[src/mpq_pkg.sv]
// ============================================================================
// mpq_pkg: shared types and codes for the max priority queue
// Request and response payloads, the slot entry and the control word that
// the queue controller broadcasts to every slot cell.
// ============================================================================
package mpq_pkg;

    localparam logic CMD_ADD     = 1'b0;
    localparam logic CMD_DEQUEUE = 1'b1;

    localparam int OP_W = 2;
    localparam logic [OP_W-1:0] OP_HOLD   = 2'd0;
    localparam logic [OP_W-1:0] OP_REMOVE = 2'd1;
    localparam logic [OP_W-1:0] OP_INSERT = 2'd2;

    localparam int COUNT_OUT_W = 7;

    typedef struct packed {
        logic               cmd;
        logic [31:0]        key;
        logic signed [31:0] priority_req;
    } req_t;

    typedef struct packed {
        logic                   ok;
        logic [31:0]            out_key;
        logic signed [31:0]     out_priority;
        logic [COUNT_OUT_W-1:0] entry_count;
    } rsp_t;

    typedef struct packed {
        logic [31:0]        key;
        logic signed [31:0] prio;
    } entry_t;

    typedef struct packed {
        logic [OP_W-1:0] op;
        entry_t          ent;
    } cell_ctrl_t;

endpackage

[src/mpq_cell.sv]
// ============================================================================
// mpq_cell: one slot of the sorted queue
// Holds one entry, compares it with the broadcast entry and takes its own
// next value from itself, a neighbor or the broadcast entry.
// ============================================================================
module mpq_cell (
    input  logic               clk,
    input  mpq_pkg::cell_ctrl_t ctrl,
    input  logic               live,
    input  logic               chain_in,
    output logic               chain_out,
    input  logic               lt_in,
    output logic               lt_out,
    input  mpq_pkg::entry_t    left_ent,
    input  mpq_pkg::entry_t    right_ent,
    output mpq_pkg::entry_t    ent
);
    import mpq_pkg::*;

    entry_t ent_reg;
    entry_t ent_next;
    logic   match;
    logic   lt_self;

    assign match     = live && (ent_reg.key == ctrl.ent.key);
    assign lt_self   = live && (ctrl.ent.prio < ent_reg.prio);
    assign chain_out = chain_in || match;
    assign lt_out    = lt_self;
    assign ent       = ent_reg;

    always_comb
    begin
        ent_next = ent_reg;
        case (ctrl.op)
            OP_REMOVE:
            begin
                if (chain_out)
                begin
                    ent_next = right_ent;
                end
            end
            OP_INSERT:
            begin
                if (!lt_self)
                begin
                    ent_next = lt_in ? ctrl.ent : left_ent;
                end
            end
            default:
            begin
                ent_next = ent_reg;
            end
        endcase
    end

    always_ff @(posedge clk)
    begin
        ent_reg <= ent_next;
    end

endmodule

[config.mk]
export PLATFORM = sky130hd
export DESIGN_NAME = mpq_cell
export DESIGN_NICKNAME = d
export VERILOG_FILES = /design/src/mpq_pkg.sv /design/src/mpq_cell.sv
export SDC_FILE = /design/constraint.sdc
export NUM_CORES = 1
export LEC_CHECK = 0
export BUFFER_PORTS_ARGS = -buffer_cell sky130_fd_sc_hd__buf_2
export CELL_PAD_IN_SITES_DETAIL_PLACEMENT = 1
export CELL_PAD_IN_SITES_GLOBAL_PLACEMENT = 1
export CORE_MARGIN = 2
export CORE_UTILIZATION = 32
export DETAILED_ROUTE_END_ITERATION = 10
export PLACE_DENSITY = 0.8
export SYNTH_ARGS = -nofsm -noshare
export SYNTH_HDL_FRONTEND = slang
export SYNTH_SLANG_ARGS = --single-unit
[constraint.sdc]
create_clock -name clk -period 5.73 [get_ports clk]
set_input_delay 0.573 -clock clk [delete_from_list [all_inputs] [get_ports clk]]
set_output_delay 0.573 -clock clk [all_outputs]
set_load 0.02 [all_outputs]
==> metrics, run 1 <==
outcome finished clean; max FFs per register 64; skew final roughly 0.0097 ns; Mapped Cells 438; adder-cell share of the synthesized area 0.0875; Compound-Gate Fraction of Synth Area 0.122; share of cells above drive strength 1 0.403; antenna violations before repair 0; final setup vio count 0; CP bufs+invs 2; setup TNS 0 ns; mapped cell area 4430 um^2; Worst Setup EP lt_out; post-CTS resize count 0; commonest cells after routing, fill and taps aside buf_2 (262), nand2_1 (69), o21ai_0 (67), mux2i_1 (64), edfxtp_1 (64); Worst R2R Start ent[14]; row count between 40 and 50; ANT nets after route 0; DRC violations left 0; Lkg Pwr around 0.0031 uW; Worst Tran Pin Value 1.16 ns; P per Cell Area 258 nW/um^2; commonest non-fill, non-tap cell in the layout buf_2; Routability Congestion 0.849; number of cells on the critical path 9; synth top area cells edfxtp_1 (43%), mux2i_1 (14%), ha_1 (8.8%); initial core utilization 0.323; CP Capture Type output pin; hold slack 0.525 ns; cell mode on critical path nor3_1; hpwl dp 12200 um; Max Cap Viol 0; synth unique cells 31; nets@finish 922; hold-fix buffers at CTS 0; Synth area leader edfxtp_1; simple-gate portion of the synthesized area 0.102; synth warn 0; Hold Path Class input port to flip-flop; r2r setup slk approximately 2.6 ns; worst-skew pair later-pin latency 0.33 ns; Clock Path Buffers 2; Die X-Extent around 120 um; first-pass GRT wire length 23000 um; period utilisation layout 0.556; Clock Root Buffer clkbuf_16; Max Freq around 310 MHz; largest family of logic cells by synthesized area multiplexers; # IOs 264; post-synthesis mux area share 0.145; worst r2r dst ent[24]; critical path arrival approximately 2.6 ns; wire per inst 17.2 um; die height 122 um; xor/xnor share of the synthesized area 0.0632; DRT Wirelength between 15000 and 20000 um; startpoint type of the worst setup path flip-flop; Avg Inst Size Synth 10.1 um^2; first-pass detailed-route iteration total 4; DIE AREA 14800 um^2; max-slew violations 0; unrepaired setup endpoints after global routing false; ANT cells 0; DRT iter0 DRCs 194; Cell Chain, Critical Path inv_1 -> ha_1 -> nand4_1 -> or3_1 -> o32ai_1 -> o41a_1 -> nor3_1 -> nor3_1 -> buf_2; sequential share of the synthesized area 0.434; Mapped Nets 667; Tot Pwr around 1600 uW; Layout area overhead 40.4%; Worst path max stage delay 0.39 ns; critical path peak fanout 4; Max IR drop VDD ~0.00014 V; CTS tree done; Rel. slew slack 0.229; Hold Vio Cnt, Final 0; GRT overflow 0; Clock Pin Slew Worst Setup and Hold Paths 0.05 ns; largest net degree at the start of global routing 129; crit path from ent[14]; Vias ~4.3k; Port Buffers 263; Num CTS Buffers 9; vias in the first global route around 4.7k; Vias/cell 4.95; postcts setup bufs 0; crit-path leading delay family simple AND/OR/NAND/NOR gates; floorplan core area 13700 um^2; gr usage total 0.200; H-Tree Depth 3; post-synth top area share 0.434; clock period minus worst slack 3.19 ns; CP required 5.16 ns; clock sinks 64; Synth Register Bits 64; Slowest-stage cell, CP or3_1; Worst Hold Path Cells 3; Worst Setup Path Type flip-flop to output pin; R2R depth 9
worst reg2reg max path, stage by stage (launching register included):
cell       delay [ns]
edfxtp_1         0.34
inv_1            0.05
ha_1             0.28
nand4_1          0.15
or3_1            0.39
o32ai_1          0.28
o41a_1           0.28
o2111ai_1        0.15
nand3b_1         0.10
buf_4            0.64
synth_stat cells, drive strengths merged:
cell	count
xnor2	27
a21o	5
xor2	5
inv	34
a221oi	2
o41ai	1
a2111oi	1
or3	1
mux2i	64
o41a	1
a21oi	9
nand2b	1
a41o	1
and4	4
nor2	3
nand3b	2
nand3	5
nor3	3
o2111ai	1
ha	31
nand2	70
buf	6
o32ai	1
nor4	2
a211oi	1
nand4	9
o21ai	67
o21a	2
edfxtp	64
clkbuf	15
worst min-delay path by stage:
stage | slack (ns) | end | start
after floorplan | 0.76 | ent[0] | right_ent[0]
after global placement | 0.85 | ent[2] | right_ent[2]
after detailed placement | 0.86 | ent[55] | right_ent[55]
after CTS | 0.51 | ent[55] | right_ent[55]
after global routing | 0.53 | ent[52] | right_ent[52]
final | 0.53 | ent[62] | right_ent[62]
report_power, final:
part           internal (uW)  switching (uW)
registers                585            30.8
clock network            379             191
logic                    174             248
total                   1140             469
cells by family (layout without fill, tap and decap cells):
family / Yosys count / in the layout
AOI/OAI and AO/OA: 92 / 92
muxes: 64 / 64
adders and majority gates: 31 / 31
DFF: 64 / 64
xor gates and xnor gates: 32 / 32
buffers and inverters: 55 / 315
and+or+nand+nor: 100 / 100
routing by layer:
layer,up-vias,GRT usage,part of all wire
li1,2091,-,-
met1,2023,0.218,0.38
met2,199,0.374,0.52
met3,31,0.0407,0.069
met4,0,0.0862,0.031
met5,-,0,0
stage by stage:
| step | std cells | setup slack [ns] | utilization | instance area, um^2 |
|---|---|---|---|---|
| after floorplan | 438 | 1.47 | - | 4430 |
| after global placement | 862 | 2.31 | 0.431 | 5920 |
| after detailed placement | 862 | 2.22 | 0.431 | 5920 |
| after CTS | 878 | 2.47 | 0.454 | 6220 |
| after global routing | 878 | 2.35 | 0.454 | 6220 |
| final | 878 | 2.54 | 0.454 | 6220 |
layout make-up:
| type | instances | area (um^2) |
|---|---|---|
| sequential | 64 | 1920 |
| timing repair buffer | 265 | 1330 |
| fill | 1684 | 7500 |
| multi-input combinational | 319 | 2310 |
| clock inverter | 4 | 68.8 |
| clock buffer | 12 | 236 |
| inverter | 34 | 128 |
| tap | 180 | 225 |
Power figures use the tool's default switching activity.
==> run 2, diff against run 1 <==
Settings changed: CORE_UTILIZATION 32 to 29, PLACE_DENSITY 0.8 to 0.76.
Clock period 5.73 ns to 2.6 ns, I/O delays scaled along.
==> run 2 against run 1 <==
The run now ends with negative setup slack left. Design area rose by 5.9%. Highest routed layer unchanged. Clock-buffer cell count fell by 3. Setup slack got worse by 2.6 ns. Routed wire length rose by 3.4%. Sequential cell count did not move. Critical path depth rose by 1. Worst hold slack got worse by 0.31 ns. Global-route usage fell by 0.98 points. Largest cell class unchanged. Sequential share of layout area fell by 1.7 points. Register-to-register slack got worse by 2.7 ns. Critical path type is now flip-flop to flip-flop.
==> metrics, run 2 (synthesis results as in run 1) <==
row count 45; worst setup margin -0.0975 ns; vias in the first global route 4728; Worst Setup Path Type flip-flop to flip-flop; ANT cells 0; placed insts 889; Hold Vio Cnt, Final 0; hpwl dp 12500 um; largest net degree at the start of global routing approximately 130; Hold Path Class input port to flip-flop; Clock Root Buffer clkbuf_16; post-route insts no fill 908; Internal Power around 2500 uW; max FFs per register 64; Cell Chain, Critical Path inv_1 -> ha_1 -> nand4_1 -> or3_1 -> o32ai_2 -> o41a_1 -> o2111ai_1 -> nand3b_1 -> buf_6 -> bufbuf_16; Max IR drop VDD roughly 0.00026 V; Layout area overhead 48.7%; Logic pwr share 0.298; outcome complete, but fails checks; nets@finish 945; critical path peak fanout 9; share of cells above drive strength 1 0.440; violated checks negative setup slack; clock period minus worst slack 2.70 ns; DRT iter0 DRCs 145; DIE AREA ~16000 um^2; unrepaired setup endpoints after global routing true; period utilisation layout 1.04; antenna violations before repair 0; critical path arrival 2.74 ns; DRC violations left 0; crit-path leading delay family compound AO/OA/AOI/OAI gates; ANT nets after route 0; P per Cell Area 540 nW/um^2; Max Cap Viol 0; H-Tree Depth 3; CP bufs+invs 3; DRT Wirelength about 16000 um; clock sinks 64; worst-skew pair later-pin latency 0.32 ns; wire per inst 17.2 um; Area after DPL 6160 um^2; Port Buffers 263; floorplan core area 15100 um^2; gr usage total 0.190; commonest non-fill, non-tap cell in the layout buf_2; clock power share 0.321; Lkg Pwr 0.00327 uW; Slowest-stage cell, CP or3_1; skew final approximately 0.0084 ns; initial core utilization 0.294; Num CTS Buffers 9; Clock Path Buffers 2; final setup vio count 64; sequential power share 0.381; final design instance area without fill around 6600 um^2; hold slack 0.219 ns; setup TNS -2.23 ns; Die X-Extent around 130 um; startpoint type of the worst setup path flip-flop; GRT overflow 0; commonest cells after routing, fill and taps aside buf_2 (261), nand2_1 (69), o21ai_0 (65), mux2i_1 (64), edfxtp_1 (64); Clock Pin Slew Worst Setup and Hold Paths ~0.050 ns; first-pass detailed-route iteration total 4; CTS tree done; Sw Pwr approximately 1100 uW; Max Freq approximately 370 MHz; # fillers 1837; # IOs 264; Worst Tran Pin Value roughly 0.5 ns; Rel. slew slack 0.665; r2r setup slk -0.1 ns; max-slew violations 0; first-pass GRT wire length 23900 um; Worst path max stage delay 0.39 ns; Vias/cell 4.79; Vias 4353; Switching Fraction 0.299; CP required 2.64 ns; CP Capture Type flip-flop; Routability Congestion roughly 0.8; die height 128 um
[run 2: changes by cell type in the layout (fill, tap and decap cells not counted), moves of 3 or more]
cell | before | now
clkbuf_1 | 3 | 0
buf_12 | 0 | 4
ha_4 | 0 | 4
ha_1 | 31 | 27
buf_4 | 3 | 19
[run 2: worst min-delay path, cell delays in order]
cell     delay [ns]
buf_2          0.07
nand2_1        0.03
o21ai_0        0.06
[run 2: what timing repair did]
item                       4_1_cts  5_1_grt
setup endpoints to repair       65       66
pin swaps                        3        1
gates resized for setup          7        7
setup buffers                    1        1
hold buffers                     0        0
cloned                           2        0
[run 2: area by class of cell]
cell class | instances | area (um^2) | area share
clock buffer | 9 | 225 | 0.0342
clock inverter | 6 | 51.3 | 0.00779
inverter | 34 | 128 | 0.0194
multi-input combinational | 319 | 2400 | 0.364
sequential | 64 | 1920 | 0.292
tap | 188 | 235 | 0.0357
timing repair buffer | 288 | 1630 | 0.247
[run 2: power by group through the flow]
| stage | registers, uW | clock network, uW | logic, uW |
|---|---|---|---|
| 3_5_place_dp | 1370 | 0 | 1000 |
| 3_3_place_gp | 1370 | 0 | 963 |
| 4_1_cts | 1360 | 1170 | 1050 |
| 6_report | 1360 | 1140 | 1060 |
| 2_1_floorplan | 1500 | 0 | 404 |
| 5_1_grt | 1370 | 1210 | 1170 |
[run 2: worst paths after layout]
check / startpoint / end / depth (start not counted)
setup / recovery: ent[5] / ent[30] / 10
hold / removal: right_ent[59] / ent[59] / 3
setup reg to reg: ent[5] / ent[30] / 10
hold reg to reg: ent[31] / ent[33] / 7
[run 2: per-layer routing]
metal	vias up	wire, um	global-route usage	share of wire
li1	2135	-	-	-
met1	2019	6090	0.208	0.39
met2	181	8100	0.353	0.52
met3	18	1110	0.0503	0.071
met4	0	285	0.0679	0.018
met5	-	0	0	0
[run 2: metrics by stage]
stage,total power [uW],util,setup slack [ns]
after floorplan,1910,-,-1.55
after global placement,2330,0.408,-0.0975
after detailed placement,2370,0.408,-0.220
after CTS,3580,0.433,-0.154
after global routing,3750,0.437,-0.237
final,3560,0.437,-0.0975
